[src/hdl/sm_pkg.sv]
// ----------------------------------------------------------------------------
// sm_pkg: shared types and constants of the stack machine executor
// Opcodes, status codes, shared unit operations and the stack port structs.
// ----------------------------------------------------------------------------
package sm_pkg;

	localparam logic [7:0] OP_PUSH = 8'd1;
	localparam logic [7:0] OP_ADD  = 8'd2;
	localparam logic [7:0] OP_SUB  = 8'd3;
	localparam logic [7:0] OP_MUL  = 8'd4;
	localparam logic [7:0] OP_DIV  = 8'd5;
	localparam logic [7:0] OP_HALT = 8'd7;

	localparam logic [2:0] ST_OK        = 3'd0;
	localparam logic [2:0] ST_HALTED    = 3'd1;
	localparam logic [2:0] ST_UNDERFLOW = 3'd2;
	localparam logic [2:0] ST_OVERFLOW  = 3'd3;
	localparam logic [2:0] ST_DIVZERO   = 3'd4;
	localparam logic [2:0] ST_UNKNOWN   = 3'd5;

	typedef enum logic [1:0] {
		ALU_ADD = 2'd0,
		ALU_SUB = 2'd1,
		ALU_MUL = 2'd2,
		ALU_DIV = 2'd3
	} alu_op_t;

	// request to the operand stack
	typedef struct packed {
		logic        push;     // write data at the top, depth up by one
		logic        replace;  // write data under the top, depth down by one
		logic        rd;       // read the entry under the top
		logic [31:0] data;
	} stk_cmd_t;

	// view of the operand stack
	typedef struct packed {
		logic        empty;
		logic        full;
		logic        below_two;
		logic [6:0]  depth;
		logic [31:0] top;
		logic [31:0] nxt;
	} stk_stat_t;

endpackage

[src/hdl/sm_alu.sv]
// ----------------------------------------------------------------------------
// sm_alu: iterative arithmetic unit
// One 33-bit adder, reused for add, sub, shift-add multiply and restoring
// signed division (one quotient bit per cycle).
// ----------------------------------------------------------------------------
module sm_alu (
	input  logic            clk,
	input  logic            arst_n,
	input  logic            start,
	input  sm_pkg::alu_op_t op,
	input  logic [31:0]     t,
	input  logic [31:0]     n,
	output logic            done,
	output logic [31:0]     res
);

	typedef enum logic [7:0] {
		A_IDLE = 8'b0000_0001,
		A_ADD  = 8'b0000_0010,
		A_NEGA = 8'b0000_0100,
		A_NEGB = 8'b0000_1000,
		A_DIV  = 8'b0001_0000,
		A_FIX  = 8'b0010_0000,
		A_MUL  = 8'b0100_0000,
		A_DONE = 8'b1000_0000
	} alu_state_t;

	alu_state_t      state_q;
	logic [4:0]      cnt_q;
	sm_pkg::alu_op_t op_q;
	logic [31:0]     a_q;
	logic [31:0]     b_q;
	logic [31:0]     acc_q;
	logic            neg_q;

	logic [31:0] add_x;
	logic [31:0] add_y;
	logic        add_sub;
	logic [32:0] sum;
	logic [31:0] rem_sh;

	assign rem_sh = {acc_q[30:0], a_q[31]};

	always_comb begin
		add_x   = '0;
		add_y   = '0;
		add_sub = 1'b0;
		unique case (state_q)
			A_ADD: begin
				add_x   = a_q;
				add_y   = b_q;
				add_sub = (op_q == sm_pkg::ALU_SUB);
			end
			A_NEGA: begin
				add_y   = a_q;
				add_sub = 1'b1;
			end
			A_NEGB: begin
				add_y   = b_q;
				add_sub = 1'b1;
			end
			A_DIV: begin
				add_x   = rem_sh;
				add_y   = b_q;
				add_sub = 1'b1;
			end
			A_FIX: begin
				add_y   = a_q;
				add_sub = 1'b1;
			end
			A_MUL: begin
				add_x = {acc_q[30:0], 1'b0};
				add_y = a_q & {32{b_q[31]}};
			end
			default: begin
				add_sub = 1'b0;
			end
		endcase
		sum = {1'b0, add_x} + {1'b0, (add_sub ? ~add_y : add_y)} + 33'(add_sub);
	end

	always_ff @(posedge clk or negedge arst_n) begin
		if (!arst_n) begin
			state_q <= A_IDLE;
			cnt_q   <= '0;
		end else begin
			unique case (state_q)
				A_IDLE: begin
					cnt_q <= '0;
					if (start) begin
						unique case (op)
							sm_pkg::ALU_MUL: state_q <= A_MUL;
							sm_pkg::ALU_DIV: state_q <= A_NEGA;
							default:         state_q <= A_ADD;
						endcase
					end
				end
				A_ADD:  state_q <= A_DONE;
				A_NEGA: state_q <= A_NEGB;
				A_NEGB: state_q <= A_DIV;
				A_DIV: begin
					cnt_q <= cnt_q + 5'd1;
					if (&cnt_q) state_q <= A_FIX;
				end
				A_FIX: state_q <= A_DONE;
				A_MUL: begin
					cnt_q <= cnt_q + 5'd1;
					if (&cnt_q) state_q <= A_DONE;
				end
				A_DONE: state_q <= A_IDLE;
				default: state_q <= A_IDLE;
			endcase
		end
	end

	always_ff @(posedge clk) begin
		unique case (state_q)
			A_IDLE: begin
				if (start) begin
					a_q   <= t;
					b_q   <= n;
					acc_q <= '0;
					op_q  <= op;
					neg_q <= t[31] ^ n[31];
				end
			end
			A_ADD: acc_q <= sum[31:0];
			A_NEGA: if (a_q[31]) a_q <= sum[31:0];
			A_NEGB: if (b_q[31]) b_q <= sum[31:0];
			A_DIV: begin
				if (sum[32]) begin
					acc_q <= sum[31:0];
					a_q   <= {a_q[30:0], 1'b1};
				end else begin
					acc_q <= rem_sh;
					a_q   <= {a_q[30:0], 1'b0};
				end
			end
			A_FIX: if (neg_q) a_q <= sum[31:0];
			A_MUL: begin
				acc_q <= sum[31:0];
				b_q   <= {b_q[30:0], 1'b0};
			end
			default: begin
				acc_q <= acc_q;
			end
		endcase
	end

	assign done = (state_q == A_DONE);
	assign res  = (op_q == sm_pkg::ALU_DIV) ? a_q : acc_q;

endmodule

[src/hdl/sm_stack.sv]
// ----------------------------------------------------------------------------
// sm_stack: operand stack
// Word memory with one write and one registered read port, the stack
// pointer and a cached copy of the top entry.
// ----------------------------------------------------------------------------
module sm_stack #(
	parameter int STACK_DEPTH = 64
) (
	input  logic              clk,
	input  logic              arst_n,
	input  sm_pkg::stk_cmd_t  cmd,
	output sm_pkg::stk_stat_t stat
);

	localparam int AW   = $clog2(STACK_DEPTH);
	localparam int SP_W = $clog2(STACK_DEPTH + 1);

	logic [31:0]     stack_mem [STACK_DEPTH];
	logic [SP_W-1:0] sp_q;
	logic [31:0]     top_q;
	logic [31:0]     rd_q;
	logic [SP_W-1:0] sp_m2;
	logic [AW-1:0]   waddr;

	assign sp_m2 = sp_q - SP_W'(2);
	assign waddr = cmd.push ? sp_q[AW-1:0] : sp_m2[AW-1:0];

	always_ff @(posedge clk) begin
		if (cmd.push || cmd.replace) stack_mem[waddr] <= cmd.data;
		if (cmd.rd) rd_q <= stack_mem[sp_m2[AW-1:0]];
		if (cmd.push || cmd.replace) top_q <= cmd.data;
	end

	always_ff @(posedge clk or negedge arst_n) begin
		if (!arst_n) begin
			sp_q <= '0;
		end else if (cmd.push) begin
			sp_q <= sp_q + SP_W'(1);
		end else if (cmd.replace) begin
			sp_q <= sp_q - SP_W'(1);
		end
	end

	assign stat.empty     = (sp_q == '0);
	assign stat.full      = (sp_q == SP_W'(STACK_DEPTH));
	assign stat.below_two = (sp_q < SP_W'(2));
	assign stat.depth     = 7'(sp_q);
	assign stat.top       = top_q;
	assign stat.nxt       = rd_q;

	a_sp_range: assert property (@(posedge clk) disable iff (!arst_n)
		sp_q <= SP_W'(STACK_DEPTH))
		else $error("stack pointer beyond depth");

	a_push_room: assert property (@(posedge clk) disable iff (!arst_n)
		cmd.push |-> !stat.full && !cmd.replace)
		else $error("push onto full stack");

	a_replace_two: assert property (@(posedge clk) disable iff (!arst_n)
		(cmd.replace || cmd.rd) |-> !stat.below_two)
		else $error("pop with fewer than two entries");

endmodule

[src/hdl/stack_machine_executor.sv]
// ----------------------------------------------------------------------------
// stack_machine_executor: stack machine instruction executor
// Push, halt and refused items give their result in the cycle after acceptance;
// divide by zero is seen in the read state. Add, sub, mul and div go through the
// iterative unit (one multiplier or quotient bit per cycle through a shared
// 33-bit adder). One item at a time; the next is taken in the cycle its result
// is taken. Reset (arst_n low) empties the stack and clears the halted flag.
// ----------------------------------------------------------------------------
module stack_machine_executor #(
	parameter int STACK_DEPTH = 64
) (
	input  logic               clk,
	input  logic               arst_n,
	input  logic               in_valid,
	output logic               in_ready,
	input  logic [7:0]         opcode,
	input  logic signed [31:0] immediate,
	output logic               out_valid,
	input  logic               out_ready,
	output logic [2:0]         status,
	output logic signed [31:0] top_value,
	output logic [6:0]         depth
);

	typedef enum logic [2:0] {
		S_IDLE = 3'b001,
		S_READ = 3'b010,
		S_EXEC = 3'b100
	} state_t;

	state_t            state_q;
	state_t            state_d;
	logic              halted_q;
	logic              halt_set;
	sm_pkg::alu_op_t   op_q;
	sm_pkg::alu_op_t   op_dec;
	logic              out_valid_q;
	logic [2:0]        status_q;
	logic [31:0]       top_q;
	logic [6:0]        depth_q;
	logic              load_out;
	logic [2:0]        o_status;
	logic [31:0]       o_top;
	logic [6:0]        o_depth;
	logic              accept;
	logic              alu_start;
	logic              alu_done;
	logic [31:0]       alu_res;
	sm_pkg::stk_cmd_t  cmd;
	sm_pkg::stk_stat_t stat;

	assign in_ready = (state_q == S_IDLE) && (!out_valid_q || out_ready);
	assign accept   = in_valid && in_ready;

	always_comb begin
		unique case (opcode)
			sm_pkg::OP_ADD: op_dec = sm_pkg::ALU_ADD;
			sm_pkg::OP_SUB: op_dec = sm_pkg::ALU_SUB;
			sm_pkg::OP_MUL: op_dec = sm_pkg::ALU_MUL;
			default:        op_dec = sm_pkg::ALU_DIV;
		endcase
	end

	always_comb begin
		cmd       = '0;
		alu_start = 1'b0;
		load_out  = 1'b0;
		halt_set  = 1'b0;
		state_d   = state_q;
		o_status  = sm_pkg::ST_OK;
		o_top     = stat.empty ? 32'd0 : stat.top;
		o_depth   = stat.depth;
		unique case (state_q)
			S_IDLE: begin
				if (accept) begin
					if (halted_q) begin
						load_out = 1'b1;
						o_status = sm_pkg::ST_HALTED;
					end else if (opcode == sm_pkg::OP_HALT) begin
						load_out = 1'b1;
						halt_set = 1'b1;
						o_status = sm_pkg::ST_HALTED;
					end else if (opcode == sm_pkg::OP_PUSH) begin
						load_out = 1'b1;
						if (stat.full) begin
							o_status = sm_pkg::ST_OVERFLOW;
						end else begin
							cmd.push = 1'b1;
							cmd.data = immediate;
							o_top    = immediate;
							o_depth  = stat.depth + 7'd1;
						end
					end else if (opcode == sm_pkg::OP_ADD || opcode == sm_pkg::OP_SUB ||
					             opcode == sm_pkg::OP_MUL || opcode == sm_pkg::OP_DIV) begin
						if (stat.below_two) begin
							load_out = 1'b1;
							o_status = sm_pkg::ST_UNDERFLOW;
						end else begin
							cmd.rd  = 1'b1;
							state_d = S_READ;
						end
					end else begin
						load_out = 1'b1;
						o_status = sm_pkg::ST_UNKNOWN;
					end
				end
			end
			S_READ: begin
				if (op_q == sm_pkg::ALU_DIV && stat.nxt == 32'd0) begin
					load_out = 1'b1;
					o_status = sm_pkg::ST_DIVZERO;
					state_d  = S_IDLE;
				end else begin
					alu_start = 1'b1;
					state_d   = S_EXEC;
				end
			end
			S_EXEC: begin
				if (alu_done) begin
					cmd.replace = 1'b1;
					cmd.data    = alu_res;
					load_out    = 1'b1;
					o_top       = alu_res;
					o_depth     = stat.depth - 7'd1;
					state_d     = S_IDLE;
				end
			end
			default: begin
				state_d = S_IDLE;
			end
		endcase
	end

	always_ff @(posedge clk or negedge arst_n) begin
		if (!arst_n) begin
			state_q     <= S_IDLE;
			halted_q    <= 1'b0;
			out_valid_q <= 1'b0;
		end else begin
			state_q <= state_d;
			if (halt_set) halted_q <= 1'b1;
			if (load_out) begin
				out_valid_q <= 1'b1;
			end else if (out_ready) begin
				out_valid_q <= 1'b0;
			end
		end
	end

	always_ff @(posedge clk) begin
		if (accept) op_q <= op_dec;
		if (load_out) begin
			status_q <= o_status;
			top_q    <= o_top;
			depth_q  <= o_depth;
		end
	end

	sm_stack #(
		.STACK_DEPTH(STACK_DEPTH)
	) u_stack (
		.clk    (clk),
		.arst_n (arst_n),
		.cmd    (cmd),
		.stat   (stat)
	);

	sm_alu u_alu (
		.clk    (clk),
		.arst_n (arst_n),
		.start  (alu_start),
		.op     (op_q),
		.t      (stat.top),
		.n      (stat.nxt),
		.done   (alu_done),
		.res    (alu_res)
	);

	assign out_valid = out_valid_q;
	assign status    = status_q;
	assign top_value = top_q;
	assign depth     = depth_q;

	a_halted_reply: assert property (@(posedge clk) disable iff (!arst_n)
		(accept && halted_q) |=> (out_valid && status == sm_pkg::ST_HALTED))
		else $error("item after halt not refused");

	a_done_in_exec: assert property (@(posedge clk) disable iff (!arst_n)
		alu_done |-> (state_q == S_EXEC))
		else $error("arithmetic result outside execute");

	a_no_overwrite: assert property (@(posedge clk) disable iff (!arst_n)
		(load_out && state_q != S_IDLE) |-> !out_valid_q)
		else $error("result register overwritten");

endmodule
[config.mk]
export PLATFORM = sky130hd
export DESIGN_NAME = stack_machine_executor
export DESIGN_NICKNAME = d
export VERILOG_FILES = /design/src/hdl/sm_pkg.sv /design/src/hdl/sm_alu.sv /design/src/hdl/sm_stack.sv /design/src/hdl/stack_machine_executor.sv
export SDC_FILE = /design/constraint.sdc
export NUM_CORES = 2
export LEC_CHECK = 0
export BUFFER_PORTS_ARGS = -buffer_cell sky130_fd_sc_hd__buf_4
export CORE_ASPECT_RATIO = 0.9
export CORE_MARGIN = 2
export CORE_UTILIZATION = 68
export DETAILED_ROUTE_END_ITERATION = 10
export PLACE_DENSITY = 0.85
export SYNTH_ARGS = -nofsm -noshare
export SYNTH_HDL_FRONTEND = slang
export SYNTH_SLANG_ARGS = --single-unit
[constraint.sdc]
create_clock -name clk -period 18.8 [get_ports clk]
set_input_delay 0 -clock clk [delete_from_list [all_inputs] [get_ports clk]]
set_output_delay 0 -clock clk [all_outputs]
set_load 0.005 [all_outputs]
==> Yosys cells after proc, flatten, opt, wreduce, memory -nomap -nowiden <==
Memory sizes are Yosys's and may differ from the RTL's. A register that Yosys moved wholly into a read port is not among the register bits.
Cells that the tools add are included.
{ "op_classes": {"n_mux": 96, "reduce_logical": 32, "bitwise_logic": 3, "n_eq_ne": 35, "order_cmp": 1, "n_addsub": 6} }
{ "op_table": {"columns": ["op", "count"], "rows": [
  ["$mux 32", 19],
  ["$pmux 32 s3", 4],
  ["$pmux 32 s2", 2],
  ["$pmux 32 s4", 1],
  ["$mux 33", 3],
  ["$mux 7", 8],
  ["$pmux 8 s6", 1],
  ["$mux 3", 14],
  ["$add 32x32->33", 1],
  ["$add 33x1->33", 1],
  ["$and 32x32->32", 1],
  ["$eq 8x3->1 const B", 4],
  ["$logic_not 32->1", 1],
  ["$not 32->32", 1],
  ["$mux 1", 30],
  ["$pmux 7 s2", 2],
  ["$eq 8x2->1 const B", 3],
  ["$mux 8", 3],
  ["$eq 8x1->1 const B", 2],
  ["$ne 2x2->1 const B", 7],
  ["$ne 2x1->1 const B", 6],
  ["$pmux 5 s2", 1],
  ["$pmux 3 s3", 1],
  ["$reduce_and 3->1", 3],
  ["other kinds (37)", 54]
]} }
{ "word_totals": {"out_inout_bits": 44, "n_memories": 1, "mem_bits_rw": 2048, "register_bits": 200, "inputBits": 44} }
{ "memory_table": {"columns": ["memory", "depth", "word_bits", "rd", "rd_clocked_by_memory_dff", "write_ports", "line", "text"], "rows": [
  ["u_stack.stack_mem", 64, 32, 1, 1, 1, "sm_stack.sv:18", "logic [31:0] stack_mem [STACK_DEPTH];"]
]} }

==> Longest topological paths before layout <==
{ "logic_depth": {"word_depth": 11, "depth_mapped": 21, "mapped_depth_nobuf": 16} }

==> Modules after synthesis <==
A second synthesis with hierarchy kept.
{ "hier_totals": {"cells_unflattened": 4374, "hier_area_um2": 91501.5} }
{ "by_module_without_submodules": {"columns": ["module", "cells_each", "area_each_um2", "n_inst"], "rows": [
  ["sm_stack", 3375, 80571.0, 1],
  ["sm_alu", 780, 8026.4, 1],
  ["stack_machine_executor", 219, 2904.0, 1]
]} }

==> Worst setup path before layout <==
OpenSTA, ideal clock, no wires.
{ "synth_timing": {"path_kind": "reg2reg", "from": "reg u_stack.sp_q[0]", "to": "mem u_stack.stack_mem[11][0], enable pin", "setup_slack_ps": 12672, "path_stages_with_launch": 15, "n_path_buf": 6, "t_arrival_ps": 5706, "required_time_ps": 18379, "setup_time_ps": 421, "path_cell_list": "dfrtp_1 -> clkbuf_1 -> buf_2 -> buf_2 -> buf_1 -> clkbuf_1 -> inv_1 -> ha_1 -> nand3_1 -> nand2b_1 -> a21oi_2 -> nand2_1 -> or2_2 -> clkbuf_1 -> nor2_1"} }
{ "synth_between": {"elab_chain_cells": 10, "word_cells_on_any_way": 12} }
{ "synth_rtl": {"columns": ["element", "line", "text"], "rows": [
  ["from (decl)", "sm_stack.sv:19", "logic [SP_W-1:0] sp_q;"],
  ["from (signal assigned)", "sm_stack.sv:38", "sp_q <= sp_q + SP_W'(1);"],
  ["from (signal assigned)", "sm_stack.sv:40", "sp_q <= sp_q - SP_W'(1);"],
  ["$eq 7x7->1", "sm_stack.sv:45", "assign stat.full = (sp_q == SP_W'(STACK_DEPTH));"],
  ["$mux 1", "stack_machine_executor.sv:85", "if (stat.full) begin"],
  ["$mux 1", "stack_machine_executor.sv:83", "end else if (opcode == sm_pkg::OP_PUSH) begin"],
  ["$mux 1", "stack_machine_executor.sv:79", "end else if (opcode == sm_pkg::OP_HALT) begin"],
  ["$mux 1", "stack_machine_executor.sv:76", "if (halted_q) begin"],
  ["$mux 1", "stack_machine_executor.sv:75", "if (accept) begin"],
  ["$mux 1", "stack_machine_executor.sv:73", "unique case (state_q)"],
  ["$logic_or 1x1->1", "sm_stack.sv:29", "if (cmd.push || cmd.replace) stack_mem[waddr] <= cmd.data;"],
  ["$mux 1", "sm_stack.sv:29", null],
  ["$mux 1 (implied by the code)", "sm_stack.sv:29", null],
  ["to (decl)", "sm_stack.sv:18", null]
]} }
Several ways; a longest one is shown, not always the timed one.

==> Worst setup path after layout <==
{ "layout_timing": {"from": "reg u_alu.state_q[1]", "to": "reg u_alu.acc_q[28], data pin"} }
{ "layout_between": {"elab_chain_cells": 9, "word_cells_on_any_way": 20} }
{ "layout_rtl": {"columns": ["element", "line", "text"], "rows": [
  ["from (decl)", "sm_alu.sv:28", "alu_state_t state_q;"],
  ["from (signal assigned)", "sm_alu.sv:84", "state_q <= A_IDLE;"],
  ["from (signal assigned)", "sm_alu.sv:92", "sm_pkg::ALU_MUL: state_q <= A_MUL;"],
  ["from (signal assigned)", "sm_alu.sv:93", "sm_pkg::ALU_DIV: state_q <= A_NEGA;"],
  ["$eq 8x2->1 (tied with other cells)", "sm_alu.sv:48, sm_alu.sv:117", null],
  ["$reduce_or 3->1 (no line) / $reduce_or 2->1 (equally long branches)", null, null],
  ["$pmux 32 s3", "sm_alu.sv:48", "unique case (state_q)"],
  ["$not 32->32", "sm_alu.sv:79", "sum = {1'b0, add_x} + {1'b0, (add_sub ? ~add_y : add_y)} + 33'(add_sub);"],
  ["$mux 32", "sm_alu.sv:79", null],
  ["$add 32x32->33", "sm_alu.sv:79", null],
  ["$add 33x1->33", "sm_alu.sv:79", null],
  ["$mux 32", "sm_alu.sv:131", "if (sum[32]) begin"],
  ["$pmux 32 s3 (*)", "sm_alu.sv:117", "unique case (state_q)"],
  ["to (signal assigned)", "sm_alu.sv:127", "A_ADD: acc_q <= sum[31:0];"],
  ["to (signal assigned)", "sm_alu.sv:132", "acc_q <= sum[31:0];"],
  ["to (signal assigned)", "sm_alu.sv:135", "acc_q <= rem_sh;"],
  ["to (decl)", "sm_alu.sv:33", "logic [31:0] acc_q;"]
]} }
Mark *: on every way between the ends. The rest lies on a longest branch, timed or not.
A chain may end at the register's enable or synchronous reset.

==> metrics.md <==
| Metric | Value |
|---|---|
| HP Class | `primary input to flip-flop` |
| Max cap viols | `0` |
| Clock latency at the later pin of the worst-skew pair | `0.86 ns` |
| FF-to-FF End | `u_alu.acc_q[28]` |
| Final setup vio count | `0` |
| Core area | `133000 sq um` |
| Cell taking the most area after synthesis | `edfxtp_1` |
| Max FO, Critical Path | `37` |
| Input/output buffers | `87` |
| Vias in the first global route | `49354` |
| Worst r2r path cells | `17` |
| Hold_ws | `-0.00779 ns` |
| CP startpoint kind | `flip-flop` |
| Die area | `between 100000 and 150000 sq um` |
| Final Non-Filler Cells | `6353` |
| Worst EP required | `19.37 ns` |
| Share of synthesized registers carrying an async set or reset | `1.10%` |
| Drt total wl | `284000 um` |
| Placed Cells | `5950` |
| FF+latch count, synth | `2280` |
| H-tree depth | `4` |
| Initial Utilization | `between 60% and 70%` |
| Library cells used by synthesis | `72` |
| Leakage Power | `32.1 nW` |
| Synth top area share | `74.6%` |
| Final GP Congestion | `0.965` |
| Tot GR Track Use | `42.4%` |
| Net count of the mapped netlist | `approximately 4300` |
| Setup Total Neg Slack | `0 ns` |
| Failing checks | `DRC, hold timing` |
| Post-synthesis sequential area ratio | `75.3%` |
| Fill cells | `6349` |
| CTS tree | `done` |
| Ranking of synthesized cells by area | `edfxtp_1 75%, mux4_2 16%, a22oi_1 0.81%` |
| ANT nets after route | `0` |
| DRC | `1` |
| Hold_sp | `immediate[1]` |
| Most common flop cell mapped by yosys | `edfxtp_1` |
| R2R Setup Slk | `12.38 ns` |
| Final hold vios | `2` |
| Clk slew on worst S/H paths | `approximately 0.070 ns` |
| First-pass GRT wire length | `392000 um` |
| Critical path arrival | `6.99 ns` |
| Ratio of cells with drive above 1 in the final layout | `28.5%` |
| Post-synth EDFFs | `between 2000 and 2500` |
| FP Rows | `127` |
| Chip Width | `389 um` |
| Initial drt markers | `slightly below 10000` |
| PwrDens | `approximately 98 nW/um^2` |
| Area growth from synthesis to layout | `12.0%` |
| Max VDD drop | `0.118 mV` |
| Crit. End Element | `flip-flop` |
| Max frequency | `0.156 GHz` |
| Clock buffer depth | `3` |
| GRT overflow | `0` |
| Via density | `around 8.0` |
| Count leader, synth | `edfxtp_1` |
| DR vias | `51088` |
| Slew @ Worst Pin | `about 1.3 ns` |
| R2r startpoint | `u_alu.state_q[1]` |
| CP startpoint | `u_alu.state_q[1]` |
| Synth Instances | `around 4200` |
| Min Clock Period, post-route | `roughly 6.4 ns` |
| Min-Delay Path Depth | `4` |
| TritonRoute pass-1 iters | `11` |
| Clock Sinks | `2280` |
| Root Driver | `clkbuf_16` |
| Commonest cells post-synth | `2255 x edfxtp_1, 662 x mux4_2, 170 x clkbuf_1, 138 x o21ai_0, 129 x nand2_1` |
| RSZ-0062 raised after global routing | `false` |
| DP HPWL | `145000 um` |
| Avg WL per Cell | `44.7 um` |
| Setup bufs post-CTS | `0` |
| Yosys Warn Count | `0` |
| Period Utilization, post-route | `34.1%` |
| Count of pins over their slew limit | `0` |
| Syn avg cell area | `around 22 sq um` |
| Relative slew slack | `7.90%` |
| Total Nets Final | `4531` |
| CTS Buf Count | `roughly 200` |
| Status | `complete, but fails checks` |
| CP Class | `flip-flop to flip-flop` |
| Boundary Pins | `88` |
| Critical Path End | `u_alu.acc_q[28]` |
| Initial antenna violation count | `29` |
| Layout Skew | `0.0373 ns` |
| Die Span Y | `351 um` |
| Synth Cell Area | `90800 sq um` |
| Largest net degree at the start of global routing | `about 140` |
| CTS resizes | `0` |
[through the flow]
step           setup WS (ns)  hold slack (ns)  utilization [%]  area [sq um]  power [mW]
2_1_floorplan          12.67           -0.296                -         90800        5.83
3_3_place_gp           12.43          -0.0444             71.4         94900        5.92
3_5_place_dp           12.44          -0.0387             71.4         94900        5.92
4_1_cts                12.34          0.00135             76.5        102000        9.99
5_1_grt                11.93           0.0290             76.5        102000        10.2
6_report               12.38         -0.00779             76.5        102000        10.0
[worst min-delay path by stage]
stage | slack [ns] | endpoint
6_report | -0.008 | u_stack.top_q[1]
5_1_grt | 0.03 | u_stack.top_q[27]
4_1_cts | 0.001 | u_stack.top_q[2]
3_5_place_dp | -0.04 | u_alu.cnt_q[4]
3_3_place_gp | -0.04 | u_alu.cnt_q[4]
2_1_floorplan | -0.30 | halted_q
[area by class of cell]
type / count / area, sq um / share of cell area (%)
Multi-Input combinational cell: 1664 / 22400 / 22.0
Tap cell: 1741 / 2180 / 2.14
Clock inverter: 112 / 1100 / 1.09
Inverter: 22 / 82.6 / 0.0812
Antenna cell: 6 / 15.0 / 0.0148
Sequential cell: 2280 / 68400 / 67.2
Timing Repair Buffer: 277 / 2220 / 2.19
Clock buffer: 251 / 5300 / 5.22
[cell families after synthesis]
kind of cell,synth area share (%)
flip-flops,75.3
multiplexers,16.9
AO/OA/AOI/OAI,3.44
AND/OR/NAND/NOR,1.97
buffers and inverters,1.11
XOR/XNOR,0.743
adder cells (fa/ha/maj),0.560
[power breakdown]
group | internal (mW) | switching (mW) | leakage [nW]
registers | 5.52 | 0.0162 | 21.0
clock network | 2.25 | 1.92 | 3.12
logic | 0.128 | 0.172 | 7.96
total | 7.90 | 2.11 | 32.1
[worst max-delay path: stages, from the launching register on]
cell and delay, ns:
dfrtp_1 0.45, nor4_2 0.52, and4b_1 0.26, buf_4 0.42, or2_2 0.83, a22o_1 0.25, ha_1 0.31, a21o_1 0.22
a221oi_1 0.56, nor3_1 0.22, o2111ai_1 0.33, o211ai_1 0.25, a41o_1 0.39, a21o_1 0.23, and2_1 0.19, nor3_2 0.10
buf_4 0.37, o21ai_0 0.22
[placed cells by master (no fill, tap or decap), types with 38 or more instances in the layout]
master and count:
clkbuf_1 46, buf_4 239, a21o_1 58, nand2_1 128, edfxtp_1 2255, a22oi_1 98
nor2_4 65, clkinv_1 44, a21oi_1 54, o21ai_0 106, clkbuf_16 205, nor2_1 46
ha_1 38, xnor2_1 52, mux2i_1 38, mux4_2 662
[routing by layer]
layer | track usage, % | part of all wire (%) | vias up
met5 | 0 | 0.13 | -
met4 | 25.1 | 7.6 | 36
met3 | 12.0 | 14 | 1247
met1 | 54.3 | 31 | 25733
met2 | 66.2 | 47 | 5811
li1 | - | - | 18261
[flip-flops by register name, indices dropped and copies added, names as in the netlist, 2 cells and up]
signal,count
top_value,32
u_stack.top_q,32
status,3
u_stack.stack_mem,2048
u_alu.state_q,8
depth,7
u_alu.acc_q,32
u_alu.b_q,32
u_alu.cnt_q,5
u_alu.op_q,2
op_q,2
u_stack.sp_q,7
state_q,3
u_alu.a_q,32
u_stack.rd_q,32
[timing repair]
| action | 4_1_cts | 5_1_grt |
|---|---|---|
| endpoints found under the setup margin | 0 | 0 |
| hold buffers | 34 | 0 |
| hold endpoints to repair | 267 | 0 |
(Power assumes the default switching activity.)
